--- src/rtl/stscan_pkg.sv ---
// ----------------------------------------------------------------------------
// stscan_pkg
// Shared token kinds, keyword words, punctuator decode and the control word
// that travels with each step's token bundle from scanner to output stage.
// ----------------------------------------------------------------------------
package stscan_pkg;

    typedef logic [4:0] kind_t;

    localparam kind_t KIND_IDENT    = 5'd0;
    localparam kind_t KIND_INT      = 5'd1;
    localparam kind_t KIND_VOID     = 5'd2;
    localparam kind_t KIND_RETURN   = 5'd3;
    localparam kind_t KIND_STRKW    = 5'd4;
    localparam kind_t KIND_NUMBER   = 5'd5;
    localparam kind_t KIND_STRING   = 5'd6;
    localparam kind_t KIND_LPAREN   = 5'd7;
    localparam kind_t KIND_RPAREN   = 5'd8;
    localparam kind_t KIND_LBRACKET = 5'd9;
    localparam kind_t KIND_RBRACKET = 5'd10;
    localparam kind_t KIND_LBRACE   = 5'd11;
    localparam kind_t KIND_RBRACE   = 5'd12;
    localparam kind_t KIND_SEMI     = 5'd13;
    localparam kind_t KIND_COLON    = 5'd14;
    localparam kind_t KIND_PLUS     = 5'd15;
    localparam kind_t KIND_MINUS    = 5'd16;
    localparam kind_t KIND_STAR     = 5'd17;
    localparam kind_t KIND_DIVIDE   = 5'd18;
    localparam kind_t KIND_PERCENT  = 5'd19;
    localparam kind_t KIND_ASSIGN   = 5'd20;
    localparam kind_t KIND_AMP      = 5'd21;
    localparam kind_t KIND_PIPE     = 5'd22;
    localparam kind_t KIND_CARET    = 5'd23;
    localparam kind_t KIND_BANG     = 5'd24;
    localparam kind_t KIND_ERROR    = 5'd25;

    // keyword bytes packed first byte lowest
    localparam logic [47:0] WORD_INT    = 48'h0000_0074_6E69;
    localparam logic [47:0] WORD_VOID   = 48'h0000_6469_6F76;
    localparam logic [47:0] WORD_RETURN = 48'h6E72_7574_6572;
    localparam logic [47:0] WORD_STRING = 48'h676E_6972_7473;

    localparam int QUEUE_DEPTH = 4;
    localparam int QUEUE_PTR_W = 2;

    typedef struct packed {
        logic  has_a;
        logic  has_b;
        kind_t kind_a;
        kind_t kind_b;
    } tok_ctl_t;

    localparam int TOK_CTL_W = $bits(tok_ctl_t);

    function automatic kind_t word_kind(input logic [47:0] prefix, input logic len3,
                                        input logic len4, input logic len6);
        kind_t k;
        k = KIND_IDENT;
        if (len3 && prefix == WORD_INT) begin
            k = KIND_INT;
        end else if (len4 && prefix == WORD_VOID) begin
            k = KIND_VOID;
        end else if (len6 && prefix == WORD_RETURN) begin
            k = KIND_RETURN;
        end else if (len6 && prefix == WORD_STRING) begin
            k = KIND_STRKW;
        end
        return k;
    endfunction

    function automatic kind_t single_kind(input logic [7:0] c);
        kind_t k;
        unique case (c)
            8'h28:   k = KIND_LPAREN;
            8'h29:   k = KIND_RPAREN;
            8'h5B:   k = KIND_LBRACKET;
            8'h5D:   k = KIND_RBRACKET;
            8'h7B:   k = KIND_LBRACE;
            8'h7D:   k = KIND_RBRACE;
            8'h3B:   k = KIND_SEMI;
            8'h3A:   k = KIND_COLON;
            8'h2B:   k = KIND_PLUS;
            8'h2D:   k = KIND_MINUS;
            8'h2A:   k = KIND_STAR;
            8'h25:   k = KIND_PERCENT;
            8'h3D:   k = KIND_ASSIGN;
            8'h26:   k = KIND_AMP;
            8'h7C:   k = KIND_PIPE;
            8'h5E:   k = KIND_CARET;
            8'h21:   k = KIND_BANG;
            default: k = KIND_ERROR;
        endcase
        return k;
    endfunction

endpackage

--- src/rtl/stscan_front.sv ---
// ----------------------------------------------------------------------------
// stscan_front
// Scanner state machine: classifies each byte, tracks the pending token and
// produces a bundle of up to two finished tokens per accepted item.
// ----------------------------------------------------------------------------
module stscan_front #(
    parameter int LENGTH_BITS = 16,
    parameter int LINE_BITS   = 24
) (
    input  logic                       aclk,
    input  logic                       aresetn,
    input  logic                       accept,
    input  logic                       command,
    input  logic [7:0]                 char_byte,
    output logic                       push,
    output stscan_pkg::tok_ctl_t       push_ctl,
    output logic [31:0]                push_start_a,
    output logic [31:0]                push_start_b,
    output logic [LENGTH_BITS-1:0]     push_len_a,
    output logic [LINE_BITS-1:0]       push_line
);

    typedef enum logic [5:0] {
        MODE_IDLE    = 6'b000001,
        MODE_IDENT   = 6'b000010,
        MODE_NUMBER  = 6'b000100,
        MODE_STRING  = 6'b001000,
        MODE_SLASH   = 6'b010000,
        MODE_COMMENT = 6'b100000
    } mode_t;

    mode_t                  mode_reg, mode_next;
    logic [31:0]            start_reg, start_next;
    logic [31:0]            offset_reg, offset_next;
    logic [LENGTH_BITS-1:0] run_reg, run_next;
    logic [LINE_BITS-1:0]   line_reg, line_next;
    logic [47:0]            prefix_reg, prefix_next;

    logic is_ws, is_lf, is_alpha, is_digit, is_quote, is_slash, is_high;
    logic [LENGTH_BITS-1:0] run_inc;
    logic [47:0]            prefix_grow;
    stscan_pkg::kind_t      ident_kind;
    logic                   emit_a, emit_b, idle_proc;
    stscan_pkg::kind_t      kind_a;
    logic [LENGTH_BITS-1:0] len_a;

    assign is_ws    = (char_byte == 8'h20) || (char_byte == 8'h09) || (char_byte == 8'h0D);
    assign is_lf    = (char_byte == 8'h0A);
    assign is_alpha = (char_byte >= 8'h41 && char_byte <= 8'h5A) ||
                      (char_byte >= 8'h61 && char_byte <= 8'h7A) || (char_byte == 8'h5F);
    assign is_digit = (char_byte >= 8'h30 && char_byte <= 8'h39);
    assign is_quote = (char_byte == 8'h22);
    assign is_slash = (char_byte == 8'h2F);
    assign is_high  = char_byte[7];

    assign run_inc = (run_reg == '1) ? run_reg : run_reg + LENGTH_BITS'(1);

    always_comb begin
        prefix_grow = prefix_reg;
        for (int i = 0; i < 6; i++) begin
            if (run_reg == LENGTH_BITS'(i)) begin
                prefix_grow[8*i +: 8] = char_byte;
            end
        end
    end

    assign ident_kind = stscan_pkg::word_kind(prefix_reg, run_reg == LENGTH_BITS'(3),
                                              run_reg == LENGTH_BITS'(4),
                                              run_reg == LENGTH_BITS'(6));

    always_comb begin
        mode_next   = mode_reg;
        start_next  = start_reg;
        offset_next = offset_reg;
        run_next    = run_reg;
        line_next   = line_reg;
        prefix_next = prefix_reg;
        emit_a      = 1'b0;
        emit_b      = 1'b0;
        idle_proc   = 1'b0;
        kind_a      = stscan_pkg::KIND_IDENT;
        len_a       = run_reg;

        if (command) begin
            unique case (mode_reg)
                MODE_IDENT: begin
                    emit_a = 1'b1;
                    kind_a = ident_kind;
                end
                MODE_NUMBER: begin
                    emit_a = 1'b1;
                    kind_a = stscan_pkg::KIND_NUMBER;
                end
                MODE_STRING: begin
                    emit_a = 1'b1;
                    kind_a = stscan_pkg::KIND_ERROR;
                end
                MODE_SLASH: begin
                    emit_a = 1'b1;
                    kind_a = stscan_pkg::KIND_DIVIDE;
                    len_a  = LENGTH_BITS'(1);
                end
                default: ;
            endcase
            mode_next   = MODE_IDLE;
            run_next    = '0;
            prefix_next = '0;
        end else begin
            offset_next = offset_reg + 32'd1;
            unique case (mode_reg)
                MODE_IDENT: begin
                    if (is_alpha || is_digit) begin
                        run_next    = run_inc;
                        prefix_next = prefix_grow;
                    end else begin
                        emit_a    = 1'b1;
                        kind_a    = ident_kind;
                        idle_proc = 1'b1;
                    end
                end
                MODE_NUMBER: begin
                    if (is_digit) begin
                        run_next    = run_inc;
                        prefix_next = prefix_grow;
                    end else begin
                        emit_a    = 1'b1;
                        kind_a    = stscan_pkg::KIND_NUMBER;
                        idle_proc = 1'b1;
                    end
                end
                MODE_STRING: begin
                    run_next    = run_inc;
                    prefix_next = prefix_grow;
                    if (is_quote || is_high) begin
                        emit_a    = 1'b1;
                        kind_a    = stscan_pkg::KIND_STRING;
                        len_a     = run_inc;
                        mode_next = MODE_IDLE;
                    end
                end
                MODE_SLASH: begin
                    if (is_slash) begin
                        mode_next = MODE_COMMENT;
                    end else begin
                        emit_a    = 1'b1;
                        kind_a    = stscan_pkg::KIND_DIVIDE;
                        len_a     = LENGTH_BITS'(1);
                        idle_proc = 1'b1;
                    end
                end
                MODE_COMMENT: begin
                    idle_proc = is_lf;
                end
                default: begin
                    idle_proc = 1'b1;
                end
            endcase

            if (idle_proc) begin
                mode_next = MODE_IDLE;
                if (is_lf) begin
                    if (line_reg != '1) begin
                        line_next = line_reg + LINE_BITS'(1);
                    end
                end else if (is_alpha || is_digit || is_quote || is_slash) begin
                    start_next  = offset_reg;
                    run_next    = LENGTH_BITS'(1);
                    prefix_next = {40'd0, char_byte};
                    if (is_alpha) begin
                        mode_next = MODE_IDENT;
                    end else if (is_digit) begin
                        mode_next = MODE_NUMBER;
                    end else if (is_quote) begin
                        mode_next = MODE_STRING;
                    end else begin
                        mode_next = MODE_SLASH;
                    end
                end else if (!is_ws) begin
                    emit_b = 1'b1;
                end
            end
        end
    end

    assign push                = accept && (emit_a || emit_b);
    assign push_ctl.has_a      = emit_a;
    assign push_ctl.has_b      = emit_b;
    assign push_ctl.kind_a     = kind_a;
    assign push_ctl.kind_b     = stscan_pkg::single_kind(char_byte);
    assign push_start_a        = start_reg;
    assign push_start_b        = offset_reg;
    assign push_len_a          = len_a;
    assign push_line           = line_reg;

    always_ff @(posedge aclk) begin
        if (!aresetn) begin
            mode_reg   <= MODE_IDLE;
            start_reg  <= '0;
            offset_reg <= '0;
            run_reg    <= '0;
            line_reg   <= LINE_BITS'(1);
            prefix_reg <= '0;
        end else if (accept) begin
            mode_reg   <= mode_next;
            start_reg  <= start_next;
            offset_reg <= offset_next;
            run_reg    <= run_next;
            line_reg   <= line_next;
            prefix_reg <= prefix_next;
        end
    end

endmodule

--- src/rtl/stscan_fifo.sv ---
// ----------------------------------------------------------------------------
// stscan_fifo
// Short bundle queue between scanner and output stage.
// ----------------------------------------------------------------------------
module stscan_fifo #(
    parameter int DATA_W = 128
) (
    input  logic              aclk,
    input  logic              aresetn,
    input  logic              push,
    input  logic [DATA_W-1:0] push_data,
    input  logic              pop,
    output logic [DATA_W-1:0] head_data,
    output logic              empty,
    output logic              full
);

    localparam int PTR_W = stscan_pkg::QUEUE_PTR_W;

    logic [DATA_W-1:0] mem [stscan_pkg::QUEUE_DEPTH];
    logic [PTR_W-1:0]  wr_ptr_reg, rd_ptr_reg;
    logic [PTR_W:0]    count_reg;
    logic              do_push, do_pop;

    assign empty     = (count_reg == '0);
    assign full      = (count_reg == (PTR_W + 1)'(stscan_pkg::QUEUE_DEPTH));
    assign do_push   = push && !full;
    assign do_pop    = pop && !empty;
    assign head_data = mem[rd_ptr_reg];

    always_ff @(posedge aclk) begin
        if (do_push) begin
            mem[wr_ptr_reg] <= push_data;
        end
    end

    always_ff @(posedge aclk) begin
        if (!aresetn) begin
            wr_ptr_reg <= '0;
            rd_ptr_reg <= '0;
            count_reg  <= '0;
        end else begin
            if (do_push) begin
                wr_ptr_reg <= wr_ptr_reg + PTR_W'(1);
            end
            if (do_pop) begin
                rd_ptr_reg <= rd_ptr_reg + PTR_W'(1);
            end
            if (do_push && !do_pop) begin
                count_reg <= count_reg + (PTR_W + 1)'(1);
            end else if (do_pop && !do_push) begin
                count_reg <= count_reg - (PTR_W + 1)'(1);
            end
        end
    end

endmodule

--- src/rtl/stscan_back.sv ---
// ----------------------------------------------------------------------------
// stscan_back
// Output stage: unpacks each bundle into one or two tokens and holds them in
// the result register until taken.
// ----------------------------------------------------------------------------
module stscan_back #(
    parameter int LENGTH_BITS = 16,
    parameter int LINE_BITS   = 24
) (
    input  logic                   aclk,
    input  logic                   aresetn,
    input  logic                   head_valid,
    input  stscan_pkg::tok_ctl_t   head_ctl,
    input  logic [31:0]            head_start_a,
    input  logic [31:0]            head_start_b,
    input  logic [LENGTH_BITS-1:0] head_len_a,
    input  logic [LINE_BITS-1:0]   head_line,
    output logic                   pop,
    output logic                   m_valid,
    input  logic                   m_ready,
    output logic [4:0]             m_token_kind,
    output logic [31:0]            m_start_offset,
    output logic [LENGTH_BITS-1:0] m_token_length,
    output logic [LINE_BITS-1:0]   m_line_number,
    output logic                   m_last_in_run
);

    logic                   valid_reg;
    logic                   second_reg;
    logic [4:0]             kind_reg;
    logic [31:0]            start_reg;
    logic [LENGTH_BITS-1:0] len_reg;
    logic [LINE_BITS-1:0]   line_reg;
    logic                   last_reg;

    logic load, take_a;

    assign load   = head_valid && (!valid_reg || m_ready);
    // slot A goes first when present; second_reg marks A already sent
    assign take_a = head_ctl.has_a && !second_reg;
    assign pop    = load && !(take_a && head_ctl.has_b);

    always_ff @(posedge aclk) begin
        if (!aresetn) begin
            valid_reg  <= 1'b0;
            second_reg <= 1'b0;
        end else begin
            if (load) begin
                valid_reg  <= 1'b1;
                second_reg <= take_a && head_ctl.has_b;
            end else if (m_ready) begin
                valid_reg <= 1'b0;
            end
        end
    end

    always_ff @(posedge aclk) begin
        if (load) begin
            line_reg <= head_line;
            last_reg <= !(take_a && head_ctl.has_b);
            if (take_a) begin
                kind_reg  <= head_ctl.kind_a;
                start_reg <= head_start_a;
                len_reg   <= head_len_a;
            end else begin
                kind_reg  <= head_ctl.kind_b;
                start_reg <= head_start_b;
                len_reg   <= LENGTH_BITS'(1);
            end
        end
    end

    assign m_valid        = valid_reg;
    assign m_token_kind   = kind_reg;
    assign m_start_offset = start_reg;
    assign m_token_length = len_reg;
    assign m_line_number  = line_reg;
    assign m_last_in_run  = last_reg;

endmodule

--- src/rtl/source_token_scanner_core.sv ---
// ----------------------------------------------------------------------------
// source_token_scanner_core
// Streaming byte scanner producing identifier, keyword, number, string,
// punctuator, operator and error tokens.
// ----------------------------------------------------------------------------
// One byte or end-of-input item is accepted per cycle whenever the four-entry
// bundle queue has room. Each item yields zero, one or two tokens, which leave
// the result port at one per cycle while m_ready is high, from a registered
// output stage; the two tokens of an item leave one after the other, and the
// sustained rate is set by that single result port. Tokens pass through the
// bundle queue and the result register. Tokens carry the line current when
// they are completed; end of input flushes the pending token (an open string
// becomes an error) and keeps offset and line count.
module source_token_scanner_core #(
    parameter int LENGTH_BITS = 16,
    parameter int LINE_BITS   = 24
) (
    input  logic                   aclk,
    input  logic                   aresetn,
    input  logic                   s_valid,
    output logic                   s_ready,
    input  logic                   s_command,
    input  logic [7:0]             s_char_byte,
    output logic                   m_valid,
    input  logic                   m_ready,
    output logic [4:0]             m_token_kind,
    output logic [31:0]            m_start_offset,
    output logic [LENGTH_BITS-1:0] m_token_length,
    output logic [LINE_BITS-1:0]   m_line_number,
    output logic                   m_last_in_run
);

    localparam int DATA_W = stscan_pkg::TOK_CTL_W + 64 + LENGTH_BITS + LINE_BITS;

    logic                   accept;
    logic                   push;
    stscan_pkg::tok_ctl_t   push_ctl;
    logic [31:0]            push_start_a, push_start_b;
    logic [LENGTH_BITS-1:0] push_len_a;
    logic [LINE_BITS-1:0]   push_line;

    logic [DATA_W-1:0]      head_data;
    logic                   q_empty, q_full, pop;
    stscan_pkg::tok_ctl_t   head_ctl;
    logic [31:0]            head_start_a, head_start_b;
    logic [LENGTH_BITS-1:0] head_len_a;
    logic [LINE_BITS-1:0]   head_line;

    assign s_ready = !q_full;
    assign accept  = s_valid && s_ready;

    stscan_front #(
        .LENGTH_BITS (LENGTH_BITS),
        .LINE_BITS   (LINE_BITS)
    ) u_front (
        .aclk         (aclk),
        .aresetn      (aresetn),
        .accept       (accept),
        .command      (s_command),
        .char_byte    (s_char_byte),
        .push         (push),
        .push_ctl     (push_ctl),
        .push_start_a (push_start_a),
        .push_start_b (push_start_b),
        .push_len_a   (push_len_a),
        .push_line    (push_line)
    );

    stscan_fifo #(
        .DATA_W (DATA_W)
    ) u_fifo (
        .aclk      (aclk),
        .aresetn   (aresetn),
        .push      (push),
        .push_data ({push_ctl, push_start_a, push_start_b, push_len_a, push_line}),
        .pop       (pop),
        .head_data (head_data),
        .empty     (q_empty),
        .full      (q_full)
    );

    assign {head_ctl, head_start_a, head_start_b, head_len_a, head_line} = head_data;

    stscan_back #(
        .LENGTH_BITS (LENGTH_BITS),
        .LINE_BITS   (LINE_BITS)
    ) u_back (
        .aclk           (aclk),
        .aresetn        (aresetn),
        .head_valid     (!q_empty),
        .head_ctl       (head_ctl),
        .head_start_a   (head_start_a),
        .head_start_b   (head_start_b),
        .head_len_a     (head_len_a),
        .head_line      (head_line),
        .pop            (pop),
        .m_valid        (m_valid),
        .m_ready        (m_ready),
        .m_token_kind   (m_token_kind),
        .m_start_offset (m_start_offset),
        .m_token_length (m_token_length),
        .m_line_number  (m_line_number),
        .m_last_in_run  (m_last_in_run)
    );

endmodule

--- config.mk ---
export PLATFORM = sky130hd
export DESIGN_NAME = source_token_scanner_core
export DESIGN_NICKNAME = d
export VERILOG_FILES = /design/src/rtl/stscan_pkg.sv /design/src/rtl/stscan_front.sv /design/src/rtl/stscan_fifo.sv /design/src/rtl/stscan_back.sv /design/src/rtl/source_token_scanner_core.sv
export SDC_FILE = /design/constraint.sdc
export NUM_CORES = 1
export LEC_CHECK = 0
export BUFFER_PORTS_ARGS = -buffer_cell sky130_fd_sc_hd__buf_2
export CAP_MARGIN = 5
export CORE_UTILIZATION = 65
export CTS_CLUSTER_SIZE = 28
export DETAILED_ROUTE_END_ITERATION = 10
export PLACE_DENSITY_LB_ADDON = 0.05
export SETUP_SLACK_MARGIN = 0.5
export SLEW_MARGIN = 20
export SYNTH_ARGS = -nofsm -noshare
export SYNTH_HDL_FRONTEND = slang
export SYNTH_SLANG_ARGS = --single-unit
--- constraint.sdc ---
create_clock -name aclk -period 22.6 [get_ports aclk]
set_clock_uncertainty 0.1 [all_clocks]
set_input_delay 4.52 -clock aclk [delete_from_list [all_inputs] [get_ports aclk]]
set_output_delay 4.52 -clock aclk [all_outputs]
set_load 0.02 [all_outputs]
==> impl_results.md, run 1 <==
* Setup bufs post-CTS at 0
* DP Worst Slack at 13.06 ns
* Final setup margin at 13.54 ns
* Die height at around 210 µm
* H-tree Lvls at 3
* Cell variety after synth at 80
* Reg2Reg Depth at 7
* Share of the clock period used by the worst path at 40.09%
* Total global routing overflow at 0
* Combinational power share at 18.9%
* Max IR drop VDD at 0.08621 mV
* Tmin final at 9.059 ns
* # rows at 76
* Pwr dens at between 100 and 150 nW/µm²
* Ys async rst share at 0%
* DR DRC count at 0
* Post-synth EDFFs at 542
* Largest register FFs at about 460
* Root buf cell: clkbuf_16
* Post-synth top area share at 56.46%
* Post-route setup TNS at 0 ns
* Global placement routability congestion at approximately 0.89
* Switch Pwr at 0.9307 mW
* CP Class: in -> reg
* DP HPWL at 37,920 µm
* Die area at 45,200 µm²
* Port Buf Inserts at between 90 and 100
* Worst hold slack at 0.3651 ns
* Slowest cell on the critical path: and2_4
* First-pass GRT wire length at 98,300 µm
* Commonest non-fill, non-tap cell in the layout: edfxtp_1
* Max Root-Sink Buffers at 3
* CP cell instances: buf_2 -> or4_1 -> o211ai_1 -> o21ai_1 -> o21ai_2 -> nor2_1 -> o2bb2ai_1 -> and2_4 -> buf_4
* Leakage at between 10 and 15 nW
* Synthesized area at 28,830 µm²
* Most frequent cells in the layout: edfxtp_1 (542), dfxtp_1 (167), nand2_1 (166)
* Largest net degree at the start of global routing at 78
* CTS tree: done
* Power Internal at 2.542 mW
* Unrepaired setup endpoints after global routing: no
* Net Sw Frac at 26.80%
* Core area at 43,460 µm²
* Avg WL per Cell at 24.15 µm
* Antenna viol nets, final at 0
* Seq/Total Area, Yosys at 68.19%
* Initial Util at 66.34%
* Synthesis Warnings at 0
* Setup crit start kind: input pin
* CTS resizes at 0
* Post-CTS Hold Fix Bufs at 0
* Met3 routed WL at 4221 µm
* Maxcap violations at 0
* GRT Util Overall at 29.18%
* Final instance area at ~32,000 µm²
* Worst path arrival time at roughly 9.2 ns
* IO Count at 93
* Top FF cell, synth: edfxtp_1
* Dpl cell area at around 30,000 µm²
* Sequential cell fraction of total power at 46.4%
* Type of the most critical hold path: reg -> reg
* Vias per inst at 6.464
* Post-Syn Nets at 1,964
* Max incr delay on CP at 1.00 ns
* Biggest area consumer among synthesized cells: edfxtp_1
* Hold Path Depth at 1
* Iteration count of the initial detailed-routing pass at 5
* Fill count at 2,646
* Met1 Routed Length at 26,270 µm
* Clock power share at 34.7%
* CP endpoint kind: register
* Met2 WL at between 30,000 and 40,000 µm
* Fraction of layout cells with a size suffix above 1 at 19.48%
* Syn_area_per_cell at around 15 µm²
* Worst R2R Setup Slack at about 18 ns
* Vias in the first global route at 17,180
* Layout net count at 2,039
* Worst r2r dst: u_fifo.mem[2][86]
* Initial antenna violation count at 1
* Slew headroom at 28.46%
* #FFs+latches synth at 711
* Hold Path End: u_front.prefix_reg[15]
* Clock Pin Slew Worst Setup and Hold Paths at 0.06 ns
* Mapped Cells at 1,939
* Die Wd at about 210 µm
* CTS Sinks at 711
* Hold_sp: u_front.prefix_reg[15]
* CP required at 22.72 ns
* Final Setup Violations at 0
* Top Metal Used: met4
* Worst Max-Slew Pin Slew at 1.073 ns
* Vias at approximately 17,000
* Final hold violations at 0
* Synth area leaders: edfxtp_1 (56%), dfxtp_1 (12%), mux4_2 (9.1%), nand2_1 (2.2%), a21oi_1 (1.7%)
* Fin. max-slew vios at 0
* Final wirelength at approximately 64,000 µm
* Num CTS Buffers at 70
* Clk Latency, worst-skew pair at 0.60 ns
* Syn-to-layout area delta at 11.52%
* Crit path max fanout at 69
* Status: completed
* Finished Core Util at roughly three quarters
* Drt first-iter violations at 1,607
* R2r startpoint: u_front.mode_reg[3]
* Fmax at 110.4 MHz
critical path: cells and delay by family:
kind / cells / cell delay [ns]
AO/OA/AOI/OAI: 4 / 1.85
buffers and inverters: 2 / 0.97
AND/OR/NAND/NOR: 3 / 1.80
how the worst max path moves through the flow:
stage	end	depth (start not counted)	startpoint
floorplan	u_fifo.count_reg[2]	9	m_ready
global placement	u_fifo.mem[2][53]	9	s_char_byte[1]
detailed placement	u_fifo.mem[3][50]	9	s_char_byte[1]
CTS	u_fifo.mem[2][86]	9	s_char_byte[1]
global route	u_fifo.mem[3][50]	9	s_char_byte[1]
finish	u_fifo.mem[2][86]	9	s_char_byte[1]
area by class of cell:
cell class	count	area [µm²]	area share, %
Timing Repair Buffer	110	595.6	1.852
Clock buffer	95	1991	6.192
Antenna cell	1	2.502	0.007784
Tap cell	585	732.0	2.277
Sequential cell	711	19670	61.17
Multi-Input combinational cell	1084	8610	26.78
Clock inverter	32	412.9	1.284
Inverter	37	140.1	0.4359
cells in the mapped netlist, drive strengths merged (8+ instances only):
| library cell | count |
|---|---|
| a21oi | 98 |
| a22o | 31 |
| a31oi | 22 |
| and2 | 13 |
| and3 | 41 |
| and4 | 13 |
| buf | 39 |
| clkbuf | 68 |
| dfxtp | 169 |
| edfxtp | 542 |
| ha | 11 |
| inv | 36 |
| mux2 | 39 |
| mux4 | 116 |
| nand2 | 167 |
| nand2b | 10 |
| nand3 | 44 |
| nand4 | 26 |
| nor2 | 104 |
| nor3 | 29 |
| nor4 | 15 |
| o211ai | 13 |
| o21a | 8 |
| o21ai | 77 |
| or3 | 23 |
| or4 | 13 |
| xnor2 | 23 |
| xor2 | 18 |
through the flow:
stage / total power, mW / instances
after floorplan: 2.108 / 1939
after CTS: 3.502 / 2654
after global placement: 2.290 / 2527
after global routing: 3.601 / 2654
after detailed placement: 2.298 / 2527
final: 3.473 / 2655
metal layers:
metal / GRT usage [%] / up-vias
met4: 8.633 / 0
met5: 0 / -
met1: 39.53 / 8613
li1: - / 7725
met2: 49.00 / 687
met3: 4.756 / 137
power by group through the flow:
stage               combinational [mW]  clock (mW)  sequential [mW]
detailed placement               0.660           0             1.64
global placement                 0.656           0             1.63
floorplan                        0.392           0             1.72
finish                           0.657        1.20             1.61
CTS                              0.669        1.22             1.61
global route                     0.709        1.27             1.62
cell families after synthesis:
family                   after synthesis  synth area share [%]
adder cells (fa/ha/maj)               12                0.5468
AND/OR/NAND/NOR                      533                 9.301
multiplexers                         162                 10.83
AO/OA/AOI/OAI                        336                 7.799
flip-flops                           711                 68.19
XOR/XNOR                              41                 1.246
buffers and inverters                144                 2.088
Note: power is estimated with default switching activity, not from simulation.
==> inputs of run 2 (changes only) <==
- CORE_UTILIZATION: 65 -> 62
- clock period: 22.6 -> 8.6 ns (I/O delays scaled with it)
==> run 2 against run 1 <==
Compared with the run above: combinational power rose to 2.7 times the previous value; wire length down 0.57%; sequential power rose to 2.6 times the previous value; global-route usage down 1.6 points; sequential share of layout area about the same; non-clock buffer count up 5; worst setup slack worse by 11 ns; die area up 4.8%; total power rose to 2.6 times the previous value; sequential cell count unchanged; via count up 0.26%; utilization down 3.4 points.
==> impl_results.md, run 2 (same netlist as run 1, synthesis figures left out) <==
* Fill count at 2,943 (was 2,646)
* Total global routing overflow at 0 (unchanged)
* R2r startpoint: u_front.mode_reg[2] (was u_front.mode_reg[3])
* Die Wd at 217.6 µm (was 212.6 µm)
* Hold Path End: u_front.prefix_reg[15] (unchanged)
* Num CTS Buffers at 70 (unchanged)
* Avg WL per Cell at 23.81 µm (was 24.15 µm)
* Initial antenna violation count at 3 (was 1)
* Syn-to-layout area delta at 11.60% (was 11.52%)
* DP HPWL at 39,220 µm (was 37,920 µm)
* Leakage at 10.86 nW (was 10.81 nW)
* Maxcap violations at 0 (unchanged)
* DR DRC count at 0 (unchanged)
* Pwr dens at 280.9 nW/µm² (was 108.0 nW/µm²)
* Final hold violations at 0 (unchanged)
* Fin. max-slew vios at 0 (unchanged)
* Worst Max-Slew Pin Slew at 1.050 ns (was 1.073 ns)
* Reg2Reg Depth at 7 (unchanged)
* # rows at 78 (was 76)
* Drt first-iter violations at 1,540 (was 1,607)
* # diodes at 0 (was 1)
* Die area at 47,370 µm² (was 45,200 µm²)
* Vias at 17,210 (was 17,160)
* Post-CTS Hold Fix Bufs at 0 (unchanged)
* Fmax at 168.0 MHz
* Initial Util at 63.25% (was 66.34%)
* CP required at 8.74 ns (was 22.72 ns)
* Port Buf Inserts at 92 (unchanged)
* Crit path max fanout at 65 (was 69)
* Clk Latency, worst-skew pair at 0.60 ns (about the same)
* Setup crit start kind: input pin (unchanged)
* Worst r2r dst: u_fifo.mem[3][14] (was u_fifo.mem[2][86])
* CTS tree: done (unchanged)
* Global placement routability congestion at 0.9260 (was 0.8907)
* Vias per inst at 6.428 (was 6.464)
* Largest register FFs at 464 (unchanged)
* Slew headroom at 30.01% (was 28.46%)
* Tmin final at ~6.0 ns
* Setup bufs post-CTS at 0 (unchanged)
* Max IR drop VDD at 0.2802 mV (was 0.08621 mV)
* First-pass GRT wire length at 98,560 µm (was 98,300 µm)
* CP Class: in -> reg (unchanged)
* Worst R2R Setup Slack at 3.64 ns (was 17.53 ns)
* Vias in the first global route at 16,960 (was 17,180)
* Post-route setup TNS at 0 ns (unchanged)
* Core area at 45,580 µm² (was 43,460 µm²)
* Max Root-Sink Buffers at 3 (unchanged)
* Type of the most critical hold path: reg -> reg (unchanged)
* Largest net degree at the start of global routing at 71 (was 78)
* Final Setup Violations at 0 (unchanged)
* Fraction of layout cells with a size suffix above 1 at 19.69% (was 19.48%)
* H-tree Lvls at 3 (unchanged)
* Most frequent cells in the layout: edfxtp_1 (542), dfxtp_1 (167), nand2_1 (166) (unchanged)
* IO Count at 93 (unchanged)
* Status: completed (unchanged)
* Hold Path Depth at 1 (unchanged)
* Root buf cell: clkbuf_16 (unchanged)
* GRT Util Overall at 27.61% (was 29.18%)
* Final wirelength at 63,750 µm (was 64,120 µm)
* Unrepaired setup endpoints after global routing: no (unchanged)
* CP endpoint kind: register (unchanged)
* Layout net count at 2,044 (was 2,039)
* Commonest non-fill, non-tap cell in the layout: edfxtp_1 (unchanged)
* Worst hold slack at 0.3663 ns (was 0.3651 ns)
* Clock Pin Slew Worst Setup and Hold Paths at 0.06 ns (about the same)
* CTS resizes at 0 (unchanged)
* Die height at 217.6 µm (was 212.6 µm)
* Share of the clock period used by the worst path at 69.20%
* Hold_sp: u_front.prefix_reg[15] (unchanged)
* Antenna viol nets, final at 0 (unchanged)
* Worst path arrival time at 6.09 ns (was 9.18 ns)
* CTS Sinks at 711 (unchanged)
* Iteration count of the initial detailed-routing pass at 5 (unchanged)
[run 2: changes by cell type in the layout (fill, tap and decap cells not counted), moves of 2 or more]
cell / delta
buf_4: +2
clkinv_8: -2
clkinvlp_4: -4
clkinv_2: +7
clkbuf_1: +3
clkinv_1: -2
clkbuf_8: +4
bufinv_16: -5
[run 2: cell type report]
| type | count | area [µm²] | share of cell area [%] |
|---|---|---|---|
| clock buffer | 103 | 2082 | 6.471 |
| tap | 600 | 750.7 | 2.333 |
| timing repair buffer | 115 | 669.4 | 2.081 |
| clock inverter | 27 | 254.0 | 0.7895 |
| inverter | 37 | 140.1 | 0.4356 |
| multi-input combinational | 1084 | 8610 | 26.76 |
| sequential | 711 | 19670 | 61.13 |
[run 2: per-layer routing]
layer  up-vias  part of all wire [%]  GRT usage [%]
met3       123                   6.6          4.435
met4         4                   2.3          8.850
met2       624                    48          43.54
met5         -                 0.044              0
met1      8711                    44          39.73
li1       7745                     -              -
[run 2: worst max-delay path, stage by stage]
cell       delay, ns
buf_2           0.24
or4_1           0.56
o211ai_1        0.27
o21ai_1         0.24
o21ai_2         0.66
nor2_1          0.26
o2bb2ai_1       0.62
and2_4          0.94
buf_4           0.53
[run 2: worst max-delay path by stage]
stage	startpoint	endpoint	slack [ns]	cells after the start
2_1_floorplan	m_ready	u_fifo.count_reg[2]	1.17	9
3_3_place_gp	s_char_byte[1]	u_fifo.mem[3][13]	2.23	9
3_5_place_dp	s_char_byte[1]	u_fifo.mem[3][11]	2.04	9
4_1_cts	s_char_byte[1]	u_fifo.mem[3][114]	2.63	9
5_1_grt	s_char_byte[1]	u_fifo.mem[0][64]	2.35	9
6_report	s_char_byte[1]	u_fifo.mem[3][14]	2.65	9
[run 2: metrics by stage]
stage | instances | power, mW | util, % | cell area [µm²] | setup WS, ns
finish | 2677 | 9.037 | 70.59 | 32170 | 2.648
global route | 2677 | 9.368 | 70.59 | 32170 | 2.347
CTS | 2676 | 9.133 | 70.52 | 32140 | 2.634
detailed placement | 2546 | 6.081 | 65.40 | 29800 | 2.036
global placement | 2546 | 6.062 | 65.40 | 29800 | 2.233
floorplan | 1939 | 5.541 | - | 28830 | 1.174
[run 2: power breakdown]
| part | total, mW | switching [mW] | internal (mW) | leakage (nW) |
|---|---|---|---|---|
| logic | 1.80 | 1.09 | 0.707 | 3.03 |
| clock network | 3.05 | 1.24 | 1.81 | 1.16 |
| registers | 4.19 | 0.111 | 4.08 | 6.67 |
